File: src/hdl/assert_macros.svh
// Assertion macros shared by the timer slot RTL.
`ifndef ASSERT_MACROS_SVH
`define ASSERT_MACROS_SVH

// Same-cycle implication, disabled during reset.
`define TSLOT_ASSERT_IMP(lbl, clk, rst_n, ante, cons) \
    lbl: assert property (@(posedge clk) disable iff (!(rst_n)) (ante) |-> (cons)) \
        else $error("timer slot assertion failed");

// Next-cycle implication, disabled during reset.
`define TSLOT_ASSERT_NXT(lbl, clk, rst_n, ante, cons) \
    lbl: assert property (@(posedge clk) disable iff (!(rst_n)) (ante) |=> (cons)) \
        else $error("timer slot assertion failed");

`endif

File: src/hdl/tslot_pkg.sv
// Package with the types and codes of the timer slot block.
`timescale 1ns / 1ps
`default_nettype none

package tslot_pkg;

    // Operation codes of an input item.
    typedef enum logic [1:0] {
        OP_SERVICE      = 2'd0,
        OP_SET_TIMEOUT  = 2'd1,
        OP_SET_INTERVAL = 2'd2,
        OP_CANCEL       = 2'd3
    } t_op;

    // Result kinds.
    typedef enum logic [2:0] {
        KIND_TIMEOUT   = 3'd0,
        KIND_INTERVAL  = 3'd1,
        KIND_ARMED     = 3'd2,
        KIND_REJECTED  = 3'd3,
        KIND_CANCELLED = 3'd4
    } t_kind;

    // Repeat count that never frees an interval.
    localparam logic signed [16:0] REPEAT_FOREVER = -17'sd1;

    // One result without its last flag.
    typedef struct packed {
        t_kind       kind;
        logic [3:0]  slot_index;
        logic [7:0]  tag;
    } t_result;

    // Outputs of the shared add and compare unit.
    typedef struct packed {
        logic [31:0] sum;
        logic        lt;
    } t_alu_res;

endpackage

`default_nettype wire

File: src/hdl/tslot_if.sv
// Valid/ready channel interfaces for timer slot requests and results.
`timescale 1ns / 1ps
`default_nettype none

interface tslot_in_if;
    logic               valid;
    logic               ready;
    tslot_pkg::t_op     operation;
    logic [31:0]        now;
    logic [30:0]        duration;
    logic signed [16:0] repeat_count;
    logic [7:0]         callback_tag;
    logic [3:0]         slot;

    modport source (
        output valid, operation, now, duration, repeat_count, callback_tag, slot,
        input  ready
    );
    modport sink (
        input  valid, operation, now, duration, repeat_count, callback_tag, slot,
        output ready
    );
endinterface

interface tslot_out_if;
    logic              valid;
    logic              ready;
    tslot_pkg::t_kind  kind;
    logic [3:0]        slot_index;
    logic [7:0]        tag;
    logic              last;

    modport source (
        output valid, kind, slot_index, tag, last,
        input  ready
    );
    modport sink (
        input  valid, kind, slot_index, tag, last,
        output ready
    );
endinterface

`default_nettype wire

File: src/hdl/timeout_interval_timer_slots_top.sv
// Service check: after accept the walk visits each timeout slot, then each interval slot,
// one slot per cycle unless a fire finds the output register full; a flush ends the item.
// Set: accept, a walk up to the first free slot, then flush; a zero duration or an out-of-range
// cancel goes straight to flush, a cancel in range passes through the cancel state first.
// One item at a time; ready only while idle. Reset clears the armed bits and the sequencer;
// the slot memories are only used for armed slots and need no clearing pass.
`timescale 1ns / 1ps
`default_nettype none
`include "assert_macros.svh"

module timeout_interval_timer_slots_top #(
    parameter int TIMEOUT_SLOTS  = 16,
    parameter int INTERVAL_SLOTS = 16
) (
    input  wire logic    i_clk,
    input  wire logic    i_rst_n,
    tslot_in_if.sink     i_in,
    tslot_out_if.source  o_out
);

    localparam int TW = (TIMEOUT_SLOTS > 1) ? $clog2(TIMEOUT_SLOTS) : 1;
    localparam int IW = (INTERVAL_SLOTS > 1) ? $clog2(INTERVAL_SLOTS) : 1;
    localparam int XW = (TW > IW) ? TW : IW;

    typedef enum logic [6:0] {
        ST_IDLE   = 7'b0000001,
        ST_TSCAN  = 7'b0000010,
        ST_ISCAN  = 7'b0000100,
        ST_FIND_T = 7'b0001000,
        ST_FIND_I = 7'b0010000,
        ST_CANCEL = 7'b0100000,
        ST_FLUSH  = 7'b1000000
    } t_state;

    // Sequencer and status registers
    t_state                 r_state, n_state;
    logic [XW-1:0]          r_idx, n_idx;
    logic                   r_pend_valid, n_pend_valid;
    tslot_pkg::t_result     r_pend, n_pend;
    logic [TIMEOUT_SLOTS-1:0]  r_to_armed, n_to_armed;
    logic [INTERVAL_SLOTS-1:0] r_iv_act, n_iv_act;

    // Captured request
    logic [31:0]            r_now;
    logic [30:0]            r_dur;
    logic signed [16:0]     r_rc;
    logic [7:0]             r_ctag;

    // Output register
    logic                   r_out_valid;
    tslot_pkg::t_result     r_out;
    logic                   r_out_last;

    // Slot memories
    logic [31:0]            r_to_dl     [TIMEOUT_SLOTS];
    logic [7:0]             r_to_tag    [TIMEOUT_SLOTS];
    logic [31:0]            r_iv_due    [INTERVAL_SLOTS];
    logic [30:0]            r_iv_period [INTERVAL_SLOTS];
    logic signed [16:0]     r_iv_limit  [INTERVAL_SLOTS];
    logic [15:0]            r_iv_fired  [INTERVAL_SLOTS];
    logic [7:0]             r_iv_tag    [INTERVAL_SLOTS];

    // Registered read data
    logic [31:0]            r_rd_dl;
    logic [7:0]             r_rd_totag;
    logic [31:0]            r_rd_due;
    logic [30:0]            r_rd_period;
    logic signed [16:0]     r_rd_limit;
    logic [15:0]            r_rd_fired;
    logic [7:0]             r_rd_ivtag;

    logic                   accept;
    logic                   out_free;
    logic                   push;
    logic                   push_last;
    logic                   to_we;
    logic                   iv_due_we;
    logic                   iv_fired_we;
    logic                   iv_cfg_we;
    logic [15:0]            fired_wr;
    logic [15:0]            fired_inc;
    logic signed [16:0]     fired_ext;
    logic                   iv_done;
    logic                   to_fire;
    logic                   iv_fire;
    logic                   idx_last_t;
    logic                   idx_last_i;
    logic [TW-1:0]          ti;
    logic [IW-1:0]          ii;
    logic [31:0]            alu_a;
    logic [31:0]            alu_b;
    tslot_pkg::t_alu_res    alu;

    assign accept   = i_in.valid && i_in.ready;
    assign out_free = !r_out_valid || o_out.ready;
    assign ti       = r_idx[TW-1:0];
    assign ii       = r_idx[IW-1:0];

    assign idx_last_t = (r_idx == XW'(TIMEOUT_SLOTS - 1));
    assign idx_last_i = (r_idx == XW'(INTERVAL_SLOTS - 1));

    // Select operands of the shared unit
    always_comb begin
        alu_a = r_now;
        alu_b = {1'b0, r_dur};
        if (r_state == ST_TSCAN) begin
            alu_a = r_rd_dl;
        end else if (r_state == ST_ISCAN) begin
            alu_a = r_rd_due;
            alu_b = {1'b0, r_rd_period};
        end
    end

    tslot_alu u_alu (
        .i_a   (alu_a),
        .i_b   (alu_b),
        .i_cmp (r_now),
        .o_res (alu)
    );

    assign to_fire   = r_to_armed[ti] && alu.lt;
    assign iv_fire   = r_iv_act[ii] && alu.lt;
    assign fired_inc = r_rd_fired + 16'd1;
    assign fired_ext = $signed({1'b0, fired_inc});
    assign iv_done   = (r_rd_limit != tslot_pkg::REPEAT_FOREVER) && (fired_ext >= r_rd_limit);

    // Sequence the slot walk
    always_comb begin
        n_state      = r_state;
        n_idx        = r_idx;
        n_pend_valid = r_pend_valid;
        n_pend       = r_pend;
        n_to_armed   = r_to_armed;
        n_iv_act     = r_iv_act;
        push         = 1'b0;
        push_last    = 1'b0;
        to_we        = 1'b0;
        iv_due_we    = 1'b0;
        iv_fired_we  = 1'b0;
        iv_cfg_we    = 1'b0;
        fired_wr     = 16'd0;
        unique case (r_state)
            ST_IDLE: begin
                if (accept) begin
                    n_idx = '0;
                    unique case (i_in.operation)
                        tslot_pkg::OP_SERVICE: begin
                            n_state = ST_TSCAN;
                        end
                        tslot_pkg::OP_SET_TIMEOUT, tslot_pkg::OP_SET_INTERVAL: begin
                            if (i_in.duration == 31'd0) begin
                                n_pend       = '{tslot_pkg::KIND_REJECTED, 4'd0,
                                                 i_in.callback_tag};
                                n_pend_valid = 1'b1;
                                n_state      = ST_FLUSH;
                            end else if (i_in.operation == tslot_pkg::OP_SET_TIMEOUT) begin
                                n_state = ST_FIND_T;
                            end else begin
                                n_state = ST_FIND_I;
                            end
                        end
                        tslot_pkg::OP_CANCEL: begin
                            if (32'(i_in.slot) >= INTERVAL_SLOTS) begin
                                n_pend       = '{tslot_pkg::KIND_REJECTED, i_in.slot, 8'd0};
                                n_pend_valid = 1'b1;
                                n_state      = ST_FLUSH;
                            end else begin
                                n_idx   = XW'(i_in.slot);
                                n_state = ST_CANCEL;
                            end
                        end
                        default: n_state = ST_IDLE;
                    endcase
                end
            end
            ST_TSCAN: begin
                if (!(to_fire && r_pend_valid && !out_free)) begin
                    if (to_fire) begin
                        push           = r_pend_valid;
                        n_pend         = '{tslot_pkg::KIND_TIMEOUT, 4'(r_idx), r_rd_totag};
                        n_pend_valid   = 1'b1;
                        n_to_armed[ti] = 1'b0;
                    end
                    if (idx_last_t) begin
                        n_idx   = '0;
                        n_state = ST_ISCAN;
                    end else begin
                        n_idx = r_idx + XW'(1);
                    end
                end
            end
            ST_ISCAN: begin
                if (!(iv_fire && r_pend_valid && !out_free)) begin
                    if (iv_fire) begin
                        push         = r_pend_valid;
                        n_pend       = '{tslot_pkg::KIND_INTERVAL, 4'(r_idx), r_rd_ivtag};
                        n_pend_valid = 1'b1;
                        iv_due_we    = 1'b1;
                        iv_fired_we  = 1'b1;
                        fired_wr     = iv_done ? 16'd0 : fired_inc;
                        if (iv_done) begin
                            n_iv_act[ii] = 1'b0;
                        end
                    end
                    if (idx_last_i) begin
                        n_state = ST_FLUSH;
                    end else begin
                        n_idx = r_idx + XW'(1);
                    end
                end
            end
            ST_FIND_T: begin
                if (!r_to_armed[ti]) begin
                    to_we          = 1'b1;
                    n_to_armed[ti] = 1'b1;
                    n_pend         = '{tslot_pkg::KIND_ARMED, 4'(r_idx), r_ctag};
                    n_pend_valid   = 1'b1;
                    n_state        = ST_FLUSH;
                end else if (idx_last_t) begin
                    n_pend       = '{tslot_pkg::KIND_REJECTED, 4'd0, r_ctag};
                    n_pend_valid = 1'b1;
                    n_state      = ST_FLUSH;
                end else begin
                    n_idx = r_idx + XW'(1);
                end
            end
            ST_FIND_I: begin
                if (!r_iv_act[ii]) begin
                    iv_due_we    = 1'b1;
                    iv_fired_we  = 1'b1;
                    iv_cfg_we    = 1'b1;
                    n_iv_act[ii] = 1'b1;
                    n_pend       = '{tslot_pkg::KIND_ARMED, 4'(r_idx), r_ctag};
                    n_pend_valid = 1'b1;
                    n_state      = ST_FLUSH;
                end else if (idx_last_i) begin
                    n_pend       = '{tslot_pkg::KIND_REJECTED, 4'd0, r_ctag};
                    n_pend_valid = 1'b1;
                    n_state      = ST_FLUSH;
                end else begin
                    n_idx = r_idx + XW'(1);
                end
            end
            ST_CANCEL: begin
                n_pend       = '{tslot_pkg::KIND_CANCELLED, 4'(r_idx),
                                 r_iv_act[ii] ? r_rd_ivtag : 8'd0};
                n_pend_valid = 1'b1;
                n_iv_act[ii] = 1'b0;
                n_state      = ST_FLUSH;
            end
            ST_FLUSH: begin
                if (!r_pend_valid) begin
                    n_state = ST_IDLE;
                end else if (out_free) begin
                    push         = 1'b1;
                    push_last    = 1'b1;
                    n_pend_valid = 1'b0;
                    n_state      = ST_IDLE;
                end
            end
            default: n_state = ST_IDLE;
        endcase
    end

    // Advance control state
    always_ff @(posedge i_clk) begin
        if (!i_rst_n) begin
            r_state      <= ST_IDLE;
            r_idx        <= '0;
            r_pend_valid <= 1'b0;
            r_to_armed   <= '0;
            r_iv_act     <= '0;
        end else begin
            r_state      <= n_state;
            r_idx        <= n_idx;
            r_pend_valid <= n_pend_valid;
            r_to_armed   <= n_to_armed;
            r_iv_act     <= n_iv_act;
        end
    end

    // Hold the pending result and the captured request
    always_ff @(posedge i_clk) begin
        r_pend <= n_pend;
        if (accept) begin
            r_now  <= i_in.now;
            r_dur  <= i_in.duration;
            r_rc   <= i_in.repeat_count;
            r_ctag <= i_in.callback_tag;
        end
    end

    // Timeout memories: write at the walk index, read at the next index
    always_ff @(posedge i_clk) begin
        if (to_we) begin
            r_to_dl[ti]  <= alu.sum;
            r_to_tag[ti] <= r_ctag;
        end
        r_rd_dl    <= r_to_dl[n_idx[TW-1:0]];
        r_rd_totag <= r_to_tag[n_idx[TW-1:0]];
    end

    // Interval memories: write at the walk index, read at the next index
    always_ff @(posedge i_clk) begin
        if (iv_due_we) begin
            r_iv_due[ii] <= alu.sum;
        end
        if (iv_fired_we) begin
            r_iv_fired[ii] <= fired_wr;
        end
        if (iv_cfg_we) begin
            r_iv_period[ii] <= r_dur;
            r_iv_limit[ii]  <= r_rc;
            r_iv_tag[ii]    <= r_ctag;
        end
        r_rd_due    <= r_iv_due[n_idx[IW-1:0]];
        r_rd_period <= r_iv_period[n_idx[IW-1:0]];
        r_rd_limit  <= r_iv_limit[n_idx[IW-1:0]];
        r_rd_fired  <= r_iv_fired[n_idx[IW-1:0]];
        r_rd_ivtag  <= r_iv_tag[n_idx[IW-1:0]];
    end

    // Drive the output register; a new transfer loads it when it is free
    always_ff @(posedge i_clk) begin
        if (!i_rst_n) begin
            r_out_valid <= 1'b0;
        end else if (push) begin
            r_out_valid <= 1'b1;
        end else if (o_out.ready) begin
            r_out_valid <= 1'b0;
        end
    end

    always_ff @(posedge i_clk) begin
        if (push) begin
            r_out      <= r_pend;
            r_out_last <= push_last;
        end
    end

    assign i_in.ready       = (r_state == ST_IDLE);
    assign o_out.valid      = r_out_valid;
    assign o_out.kind       = r_out.kind;
    assign o_out.slot_index = r_out.slot_index;
    assign o_out.tag        = r_out.tag;
    assign o_out.last       = r_out_last;

    // A finished item leaves nothing pending
    `TSLOT_ASSERT_IMP(a_idle_no_pend, i_clk, i_rst_n, r_state == ST_IDLE, !r_pend_valid)
    // An accepted item keeps the block busy in the next cycle
    `TSLOT_ASSERT_NXT(a_busy_after_accept, i_clk, i_rst_n, accept, !i_in.ready)
    // A result that is not the final one implies the item is still in progress
    `TSLOT_ASSERT_IMP(a_not_last_busy, i_clk, i_rst_n, r_out_valid && !r_out_last,
                      r_state != ST_IDLE)
    // A new result is loaded only into a free output register
    `TSLOT_ASSERT_IMP(a_push_free, i_clk, i_rst_n, push, out_free)

endmodule

`default_nettype wire

File: src/hdl/tslot_alu.sv
// Shared 32-bit adder and unsigned less-than compare of the slot sequencer.
`timescale 1ns / 1ps
`default_nettype none

module tslot_alu (
    input  wire logic [31:0]        i_a,
    input  wire logic [31:0]        i_b,
    input  wire logic [31:0]        i_cmp,
    output tslot_pkg::t_alu_res     o_res
);

    // Add for deadline updates, compare the deadline against now.
    assign o_res.sum = i_a + i_b;
    assign o_res.lt  = (i_a < i_cmp);

endmodule

`default_nettype wire

File: src/flat_wrapper.sv
// flat-port wrapper written by rule: the top's interface ports become plain ports
module timeout_interval_timer_slots_top_flat 
#(
    parameter int TIMEOUT_SLOTS  = 16,
    parameter int INTERVAL_SLOTS = 16
)
  (i_clk, i_rst_n, i_in_valid, i_in_operation, i_in_now, i_in_duration, i_in_repeat_count, i_in_callback_tag, i_in_slot, i_in_ready, o_out_valid, o_out_kind, o_out_slot_index, o_out_tag, o_out_last, o_out_ready);
  tslot_in_if i_in_i ();
  tslot_out_if o_out_i ();
  input  wire logic i_clk;
  input  wire logic i_rst_n;
  input wire logic [$bits(i_in_i.valid)-1:0] i_in_valid;
  input wire logic [$bits(i_in_i.operation)-1:0] i_in_operation;
  input wire logic [$bits(i_in_i.now)-1:0] i_in_now;
  input wire logic [$bits(i_in_i.duration)-1:0] i_in_duration;
  input wire logic [$bits(i_in_i.repeat_count)-1:0] i_in_repeat_count;
  input wire logic [$bits(i_in_i.callback_tag)-1:0] i_in_callback_tag;
  input wire logic [$bits(i_in_i.slot)-1:0] i_in_slot;
  output wire logic [$bits(i_in_i.ready)-1:0] i_in_ready;
  output wire logic [$bits(o_out_i.valid)-1:0] o_out_valid;
  output wire logic [$bits(o_out_i.kind)-1:0] o_out_kind;
  output wire logic [$bits(o_out_i.slot_index)-1:0] o_out_slot_index;
  output wire logic [$bits(o_out_i.tag)-1:0] o_out_tag;
  output wire logic [$bits(o_out_i.last)-1:0] o_out_last;
  input wire logic [$bits(o_out_i.ready)-1:0] o_out_ready;
  assign i_in_i.valid = i_in_valid;
  assign i_in_i.operation = i_in_operation;
  assign i_in_i.now = i_in_now;
  assign i_in_i.duration = i_in_duration;
  assign i_in_i.repeat_count = i_in_repeat_count;
  assign i_in_i.callback_tag = i_in_callback_tag;
  assign i_in_i.slot = i_in_slot;
  assign i_in_ready = i_in_i.ready;
  assign o_out_valid = o_out_i.valid;
  assign o_out_kind = o_out_i.kind;
  assign o_out_slot_index = o_out_i.slot_index;
  assign o_out_tag = o_out_i.tag;
  assign o_out_last = o_out_i.last;
  assign o_out_i.ready = o_out_ready;
  timeout_interval_timer_slots_top #(.TIMEOUT_SLOTS(TIMEOUT_SLOTS), .INTERVAL_SLOTS(INTERVAL_SLOTS)) u_core (.i_clk(i_clk), .i_rst_n(i_rst_n), .i_in(i_in_i), .o_out(o_out_i));
endmodule
File: config.mk
export PLATFORM = sky130hd
export DESIGN_NAME = timeout_interval_timer_slots_top_flat
export DESIGN_NICKNAME = d
export VERILOG_FILES = /design/src/hdl/tslot_pkg.sv /design/src/hdl/tslot_if.sv /design/src/hdl/timeout_interval_timer_slots_top.sv /design/src/hdl/tslot_alu.sv /design/src/flat_wrapper.sv
export VERILOG_INCLUDE_DIRS = /design/src /design/src/hdl
export SDC_FILE = /design/constraint.sdc
export NUM_CORES = 2
export LEC_CHECK = 0
export BUFFER_PORTS_ARGS = -buffer_cell sky130_fd_sc_hd__buf_2
export CORE_UTILIZATION = 35
export CTS_CLUSTER_DIAMETER = 150
export DETAILED_ROUTE_END_ITERATION = 12
export HOLD_SLACK_MARGIN = 0.03
export PLACE_DENSITY = 0.49
export REMOVE_ABC_BUFFERS = 1
export SLEW_MARGIN = 20
export SYNTH_ARGS = -nofsm -noshare
export SYNTH_HDL_FRONTEND = slang
export SYNTH_SLANG_ARGS = --single-unit
export TNS_END_PERCENT = 1
File: constraint.sdc
create_clock -name i_clk -period 20.3 [get_ports i_clk]
set_input_delay 4.06 -clock i_clk [delete_from_list [all_inputs] [get_ports i_clk]]
set_output_delay 4.06 -clock i_clk [all_outputs]
set_load 0.02 [all_outputs]
; ---- After elaboration in Yosys (flattened, before gate mapping)
; Memories as Yosys holds them, arrays and structs flattened. A register that Yosys moved wholly into a read port is not among the register bits.
; Index checks and enable logic that the tools add are counted.
[word_totals]
n_memories = 7
inputBits = 98
ff_bits = 164
ram_bits = 2304
output_inout_bits = 18
word_cells = 177
[classes]
mux = 92
bitwise_logic = 5
magnitude_cmp = 4
add_sub_neg = 3
reduce_logical = 25
n_eq_ne = 24
[mem_list]
columns = name, depth, word_bits, read_ports, rd_clocked_by_memory_dff, wr, line_no
row1 = u_core.r_iv_due, 16, 32, 1, 1, 1, timeout_interval_timer_slots_top.sv:57  ; logic [31:0] r_iv_due [INTERVAL_SLOTS];
row2 = u_core.r_to_dl, 16, 32, 1, 1, 1, timeout_interval_timer_slots_top.sv:55  ; logic [31:0] r_to_dl [TIMEOUT_SLOTS];
row3 = u_core.r_iv_period, 16, 31, 1, 1, 1, timeout_interval_timer_slots_top.sv:58  ; logic [30:0] r_iv_period [INTERVAL_SLOTS];
row4 = u_core.r_iv_limit, 16, 17, 1, 1, 1, timeout_interval_timer_slots_top.sv:59  ; logic signed [16:0] r_iv_limit [INTERVAL_SLOTS];
row5 = u_core.r_iv_fired, 16, 16, 1, 1, 1, timeout_interval_timer_slots_top.sv:60  ; logic [15:0] r_iv_fired [INTERVAL_SLOTS];
row6 = u_core.r_iv_tag, 16, 8, 1, 1, 1, timeout_interval_timer_slots_top.sv:61  ; logic [7:0] r_iv_tag [INTERVAL_SLOTS];
row7 = 1 more memories, --, --, --, --, --, --
[op_table]
columns = operator, count
row1 = $mux 16, 11
row2 = $mux 15, 10
row3 = $mux 32, 3
row4 = $pmux 15 s6, 1
row5 = $mux 7, 10
row6 = $pmux 7 s7, 1
row7 = $pmux 16 s3, 1
row8 = $mux 1, 35
row9 = $add 32x32->32, 1
row10 = $and 16x16->16, 2
row11 = $lt 32x32->1, 1
row12 = $mux 4, 8
row13 = $or 16x16->16, 2
row14 = $pmux 16 s2, 1
row15 = $logic_not 31->1, 1
row16 = $mux 31, 1
row17 = $pmux 7 s3, 1
row18 = $pmux 4 s5, 1
row19 = $ge 17x17->1, 1
row20 = $ne 17x1->1 const B, 1
row21 = $add 16x1->16 const B, 1
row22 = $not 16->16, 1
row23 = $reduce_and 8->1, 2
row24 = $ne 2x2->1 const B, 7
row25 = 33 further kinds, 49

; ---- Depth between registers and ports, before layout
[depth]
word_depth = 11
mapped_depth = 26
mapped_depth_nobuf = 19

; ---- By module
; Synthesis repeated with hierarchy kept, for this count alone.
[unflattened]
hier_cells = 8077
hier_area_um2 = 104012.3
[by_module_without_submodules]
columns = module, n_inst, cells_each, area_each_um2, seq_area_each_um2
row1 = timeout_interval_timer_slots_top, 1, 7742, 101561.2, 76543.4
row2 = tslot_alu, 1, 335, 2451.1, 0.0

; ---- Worst setup path after synthesis
; Ideal clock, no wire load.
[synth_path]
path_type = input to register
start = input i_in_valid
end = register u_core.r_pend[0] (netlist name) (enable)
setup_ns = 0.394
path_stages = 4
t_required_ns = 19.906
path_slack_ns = 12.381
n_path_buf = 1
t_arrival_ns = 7.526
cell_sequence = clkbuf_1 -> and2_1 -> nand3_1 -> a21oi_1
[synth_between]
elab_chain_len = 3
[synth_rtl]
columns = item, line_no
row1 = from (decl), flat_wrapper.sv:12  ; input wire logic [$bits(i_in_i.valid)-1:0] i_in_valid;
row2 = $logic_and 1x1->1, timeout_interval_timer_slots_top.sv:94  ; assign accept = i_in.valid && i_in.ready;
row3 = via u_core.accept, timeout_interval_timer_slots_top.sv:72  ; logic accept;
row4 = $ne 2x2->1 (no line), --
row5 = $reduce_and 8->1 (no line), --
row6 = to (signal assigned), timeout_interval_timer_slots_top.sv:284  ; r_pend <= n_pend;
row7 = to (decl), timeout_interval_timer_slots_top.sv:39  ; tslot_pkg::t_result r_pend, n_pend;
; The timed path passes the listed nets, and every way through them passes these cells.
; A chain may end at the register's enable or synchronous reset.

; ---- Worst setup path in the final report
[layout_path]
start = register u_core.r_state[0]
end = register u_core.r_rd_dl[21] (read register of u_core.r_to_dl)
[layout_between]
elab_chain_len = 9
elab_cells_between_ends = 19
cone_classes = 1 x order compare / 5 x eq/ne / 6 x mux / 7 x reduce/logical
[layout_rtl]
columns = item, line_no
row1 = from (decl), timeout_interval_timer_slots_top.sv:36  ; t_state r_state, n_state;
row2 = from (signal assigned), timeout_interval_timer_slots_top.sv:274  ; r_state <= n_state;
row3 = $eq 7x3->1, "timeout_interval_timer_slots_top.sv:108, timeout_interval_timer_slots_top.sv:142"
row4 = $mux 32, timeout_interval_timer_slots_top.sv:108  ; end else if (r_state == ST_ISCAN) begin
row5 = $mux 32, timeout_interval_timer_slots_top.sv:106  ; if (r_state == ST_TSCAN) begin
row6 = $lt 32x32->1, tslot_alu.sv:14  ; assign o_res.lt = (i_a < i_cmp);
row7 = "$logic_and 1x1->1, on equally long branches", "timeout_interval_timer_slots_top.sv:122, timeout_interval_timer_slots_top.sv:121"
row8 = "$logic_and 1x1->1, on equally long branches (2 in a row)", "timeout_interval_timer_slots_top.sv:193, timeout_interval_timer_slots_top.sv:177"
row9 = "$mux 4, on equally long branches", "timeout_interval_timer_slots_top.sv:193, timeout_interval_timer_slots_top.sv:177"
row10 = $pmux 4 s5 *, timeout_interval_timer_slots_top.sv:142  ; unique case (r_state)
row11 = to (decl), timeout_interval_timer_slots_top.sv:64  ; logic [31:0] r_rd_dl;
; Every way passes the cells marked *; elsewhere a longest branch is shown, timed or not.

==> results by stage <==
Floorplan:
- The floorplan row count is 200.
- The horizontal die dimension is about 550 um.
- Measured along the y axis, the die boundary spans about 550 um.
- The total die area is roughly 300,000 um^2.
- The initial utilization of the core area, before any placement, comes to 0.3522.
- The number of top-level pins is about 120.
- The area inside the core boundary is just under 300,000 um^2.

Setup path:
- STA classifies the critical path startpoint as a register.
- Traced cell by cell, the critical path runs through nor3_2 -> nand2_1 -> or2_4 -> buf_4 -> buf_4 -> o22ai_1 -> a31oi_1 -> ha_1 -> a211oi_1 -> nand2_1 -> and4b_1 -> o21ai_2 -> nor4_2 -> buf_4 -> a211o_4 -> buf_4 -> buf_4 -> buf_4 -> buf_4 -> nand2_1 -> nand3_1 -> nand2_1 -> o221ai_1.
- The largest incremental delay on the critical path is 0.93 ns.
- For the worst setup path, the data required time is 21.05 ns.
- The worst-path maximum fanout is 95.
- The type of the setup path with the least slack is register to register.
- The cell repeated most along the worst path is sky130_fd_sc_hd__buf_4.
- On the critical path the largest part of the delay comes from buffers and inverters.
- The number of buffers and inverters on the critical path is 7.
- The worst setup path is captured at a register.
- The slowest cell on the critical path is sky130_fd_sc_hd__buf_4.
- At the worst endpoint, the arrival time is 10.65 ns.

Drt:
- In this run the remaining antenna-violating nets after routing total 0.
- After detailed routing, the average wire length per cell comes to roughly 27 um.
- The routed layout has approximately 64,000 vias.
- After the first detailed-routing iteration, the DRC count stood at slightly above 6,000.
- The post-detailed-routing wire length is 320,200 um.
- For this run, design rule violations remaining after detail routing come to 0.
- The average vias per placed instance is between 5 and 6.
- The first detailed-routing pass ran for 6 iterations.

Clock tree:
- The longest clock path from root to sink contains 4 buffers.
- The total of hold buffers inserted after clock tree synthesis is 0.
- The clock-pin slew of the registers on the worst-case setup and hold paths is roughly 0.06 ns.
- CTS saw between 2,000 and 3,000 sinks.
- The TritonCTS clock tree is done.
- The worst-skew pair later-pin latency is 0.87 ns.
- After clock tree synthesis, the setup repair step added 0 buffers.
- The count of cells resized by post-cts repair is 0.
- The number of levels in the clock H-tree is 5.
- The cell sitting at the root of the clock tree is a sky130_fd_sc_hd__clkbuf_16.
- Clock tree synthesis inserted a total of about 290 buffers.

Synth:
- During synthesis, Yosys emitted a total of 0 warnings.
- The share of flip-flops with an asynchronous set or reset is 0.
- In this run the cell area of the synthesized design comes to between 100,000 and 150,000 um^2.
- In this run, synthesis inferred 2,423 flip-flops with an integrated enable.
- The largest family of logic cells by synthesized area is simple AND/OR/NAND/NOR gates.
- After synthesis, the netlist uses between 90 and 100 different library cells.
- Of the total synthesized cell area, the portion taken by AND, OR, NAND and NOR gates is 0.1264.
- By area the synthesized netlist is led by sky130_fd_sc_hd__edfxtp_1 70%, sky130_fd_sc_hd__nand2_1 7.1%, sky130_fd_sc_hd__mux2i_1 4.2%.
- The cell taking the most area after synthesis is sky130_fd_sc_hd__edfxtp_1.
- Of the synthesized area, sequential elements account for 0.7311.
- The instance count of the mapped netlist is about 7,600.
- The post-synthesis adder-cell area fraction is 0.01059.
- The synthesized design contains 2,612 register bits.
- The synthesized area per cell is around 14 um^2.
- The main flop type after synthesis is sky130_fd_sc_hd__edfxtp_1.
- Of the total synthesized cell area, the portion taken by XOR and XNOR cells is 0.003430.
- The share of the synthesized area in compound gates (AO/OA/AOI/OAI) is 0.05599.
- Of the post-synthesis cell area, the dominant cell type holds 0.6950.
- The portion of netlist area occupied by mux cells is 0.04765.

Global routing:
- The number of antenna violations at the first check in global routing is 7.
- The via count of the first global-routing pass came to between 60,000 and 70,000.
- The maximum number of pins on one net before global-route repair is 160.
- The total overflow left after global routing is 0.
- The global-route wire length before repair is roughly 460,000 um.
- In the global route stage, overall resource usage came out at 0.2085.

Placement:
- The count of buffers inserted at the top-level ports is 115.
- The congestion estimate from routability-driven global placement came to 0.8369.
- The detailed placement HPWL is ~170,000 um.

Finish:
- The core occupancy in the finished layout is 0.4018.
- In the final layout, the share of cells above drive strength 1 is 0.1093.
- From synthesis to final layout, the design area changed by 14.11%.
- The number of fill cells in the layout is 27,550.
- In the final design database the tool counted around 8,000 nets.

Pwr:
- The leakage power summed over all cells is about 42 nW.
- IR analysis of the VDD net gives a maximum drop of approximately 0.17 mV.
- In this run the power density over the cells is 144.4 nW/um^2.

STA:
- Setup repair after global routing left no endpoint under its margin.
- Across all hold checks on the routed design, the worst slack comes to 0.4742 ns.
- Headroom to the max-slew limit came out at 0.2386.
- Subtracting the final worst setup slack from the clock period gives about 9.9 ns.
- The number of setup violations in the final report is 0.
- Static timing analysis puts the maximum clock frequency at about 100 MHz.
- The final number of hold-violating endpoints is 0.
- The number of max-slew violations in the final report came to 0.
- For the final routed database, the setup TNS stands at 0 ns.
- At the pin with the least slew margin, the transition time is roughly 1.1 ns.
- The share of the clock period used by the worst path after layout is 0.4878.
- On the final layout, the worst clock skew is 0.04019 ns.

Min path:
- In this run the worst hold path is classified as register to register.

Status:
- The flow ran to the end, and the final reports show no timing, DRC or antenna violations.

Run:
- The tool flagged a number of max-cap violations equal to 0.
[worst paths after layout]
| kind | slack [ns] | endpoint | cells past startpoint | from |
|---|---|---|---|---|
| worst max-delay path | 10.40 | u_core.r_rd_dl[21] | 23 | u_core.r_state[0] |
| worst min-delay path | 0.47 | u_core.o_out.tag[0] | 0 | u_core.r_pend[0] |
| worst max register to register | 10.40 | u_core.r_rd_dl[21] | 23 | u_core.r_state[0] |
| worst min register to register | 0.47 | u_core.o_out.tag[0] | 0 | u_core.r_pend[0] |
[area by class of cell]
type | count | area (um^2) | area share
multi-input cells | 4455 | 26360 | 0.2206
flip-flops and latches | 2612 | 76540 | 0.6408
inverters | 77 | 289.0 | 0.002420
clock inverters | 127 | 1207 | 0.01011
repair buffers | 290 | 2153 | 0.01803
well taps | 3939 | 4928 | 0.04126
clock buffers | 393 | 7965 | 0.06668
diodes | 5 | 12.51 | 0.0001047
[cells in the mapped netlist (20+ instances only)]
| cell type | n |
|---|---|
| sky130_fd_sc_hd__nor3b_1 | 34 |
| sky130_fd_sc_hd__a32oi_1 | 130 |
| sky130_fd_sc_hd__mux2i_1 | 435 |
| sky130_fd_sc_hd__ha_1 | 87 |
| sky130_fd_sc_hd__buf_2 | 233 |
| sky130_fd_sc_hd__or3_1 | 20 |
| sky130_fd_sc_hd__edfxtp_1 | 2423 |
| sky130_fd_sc_hd__nor4_1 | 28 |
| sky130_fd_sc_hd__o21ai_0 | 54 |
| sky130_fd_sc_hd__nor2_1 | 149 |
| sky130_fd_sc_hd__buf_1 | 31 |
| sky130_fd_sc_hd__buf_4 | 50 |
| sky130_fd_sc_hd__clkbuf_1 | 151 |
| sky130_fd_sc_hd__a21oi_1 | 65 |
| sky130_fd_sc_hd__nor2b_1 | 24 |
| sky130_fd_sc_hd__inv_1 | 77 |
| sky130_fd_sc_hd__dfxtp_1 | 189 |
| sky130_fd_sc_hd__nand3_1 | 811 |
| sky130_fd_sc_hd__xnor2_1 | 29 |
| sky130_fd_sc_hd__o221ai_1 | 145 |
| sky130_fd_sc_hd__o22ai_1 | 51 |
| sky130_fd_sc_hd__a221oi_1 | 38 |
| sky130_fd_sc_hd__a31oi_1 | 35 |
| sky130_fd_sc_hd__nand2_1 | 1972 |
| sky130_fd_sc_hd__o21a_1 | 28 |
[sequential cells by signal, summed over array words and instances (netlist names), 16 cells and up, named ones only]
register            cells
u_core.r_rd_dl         32
u_core.r_rd_period     31
u_core.r_rd_limit      17
u_core.r_iv_limit     272
u_core.r_iv_tag       128
u_core.r_rc            17
u_core.r_iv_period    496
u_core.r_to_tag       128
u_core.r_iv_due       512
u_core.r_rd_due        32
u_core.r_to_dl        512
u_core.r_dur           31
u_core.r_rd_fired      16
u_core.r_iv_fired     256
u_core.r_now           32
[layer usage]
| metal | GRT usage | part of all wire | up-vias |
|---|---|---|---|
| met5 | 0 | 0.000041 | - |
| met4 | 0.06034 | 0.026 | 2 |
| met3 | 0.02468 | 0.054 | 406 |
| met2 | 0.3397 | 0.47 | 2027 |
| met1 | 0.2927 | 0.45 | 33300 |
| li1 | - | - | 28680 |
[logic make-up (layout without fill, tap and decap cells)]
group / Yosys count / in the layout
buffers and inverters: 550 / 887
XOR/XNOR: 41 / 41
multiplexers: 474 / 474
AND/OR/NAND/NOR: 3113 / 3113
AO/OA/AOI/OAI: 739 / 739
other: 0 / 5
adder cells (fa/ha/maj): 88 / 88
flip-flops: 2612 / 2612
[cell usage in the layout, fill, tap and decap left out, types with 38 or more instances in the layout]
master	netlist	routed
sky130_fd_sc_hd__edfxtp_1	2423	2423
sky130_fd_sc_hd__nand2_1	1972	1970
sky130_fd_sc_hd__nand3_1	811	810
sky130_fd_sc_hd__mux2i_1	435	435
sky130_fd_sc_hd__clkbuf_16	0	291
sky130_fd_sc_hd__dfxtp_1	189	189
sky130_fd_sc_hd__buf_4	50	153
sky130_fd_sc_hd__o221ai_1	145	145
sky130_fd_sc_hd__a32oi_1	130	130
sky130_fd_sc_hd__buf_2	233	115
sky130_fd_sc_hd__nor2_1	149	97
sky130_fd_sc_hd__ha_1	87	87
sky130_fd_sc_hd__inv_1	77	77
sky130_fd_sc_hd__clkbuf_1	151	72
sky130_fd_sc_hd__a21oi_1	65	64
sky130_fd_sc_hd__o21ai_0	54	54
sky130_fd_sc_hd__clkinv_2	0	52
sky130_fd_sc_hd__nor2_4	0	51
sky130_fd_sc_hd__o22ai_1	51	51
sky130_fd_sc_hd__a221oi_1	38	38
[metrics by stage]
stage | worst slack, ns | area (um^2) | total power, mW | instances
detailed placement | 9.835 | 110200 | 12.24 | 11370
global route | 9.825 | 119400 | 18.04 | 11890
global placement | 9.959 | 110000 | 12.19 | 11370
floorplan | -17.39 | 102400 | 12.88 | 7144
CTS | 10.49 | 119300 | 17.38 | 11890
finish | 10.40 | 119500 | 17.25 | 11900
[report_power, final]
group / internal [mW] / switching, mW / total (mW)
registers: 6.55 / 0.238 / 6.78
logic: 1.59 / 3.74 / 5.33
clock network: 2.98 / 2.15 / 5.13
Power figures use the tool's default switching activity.
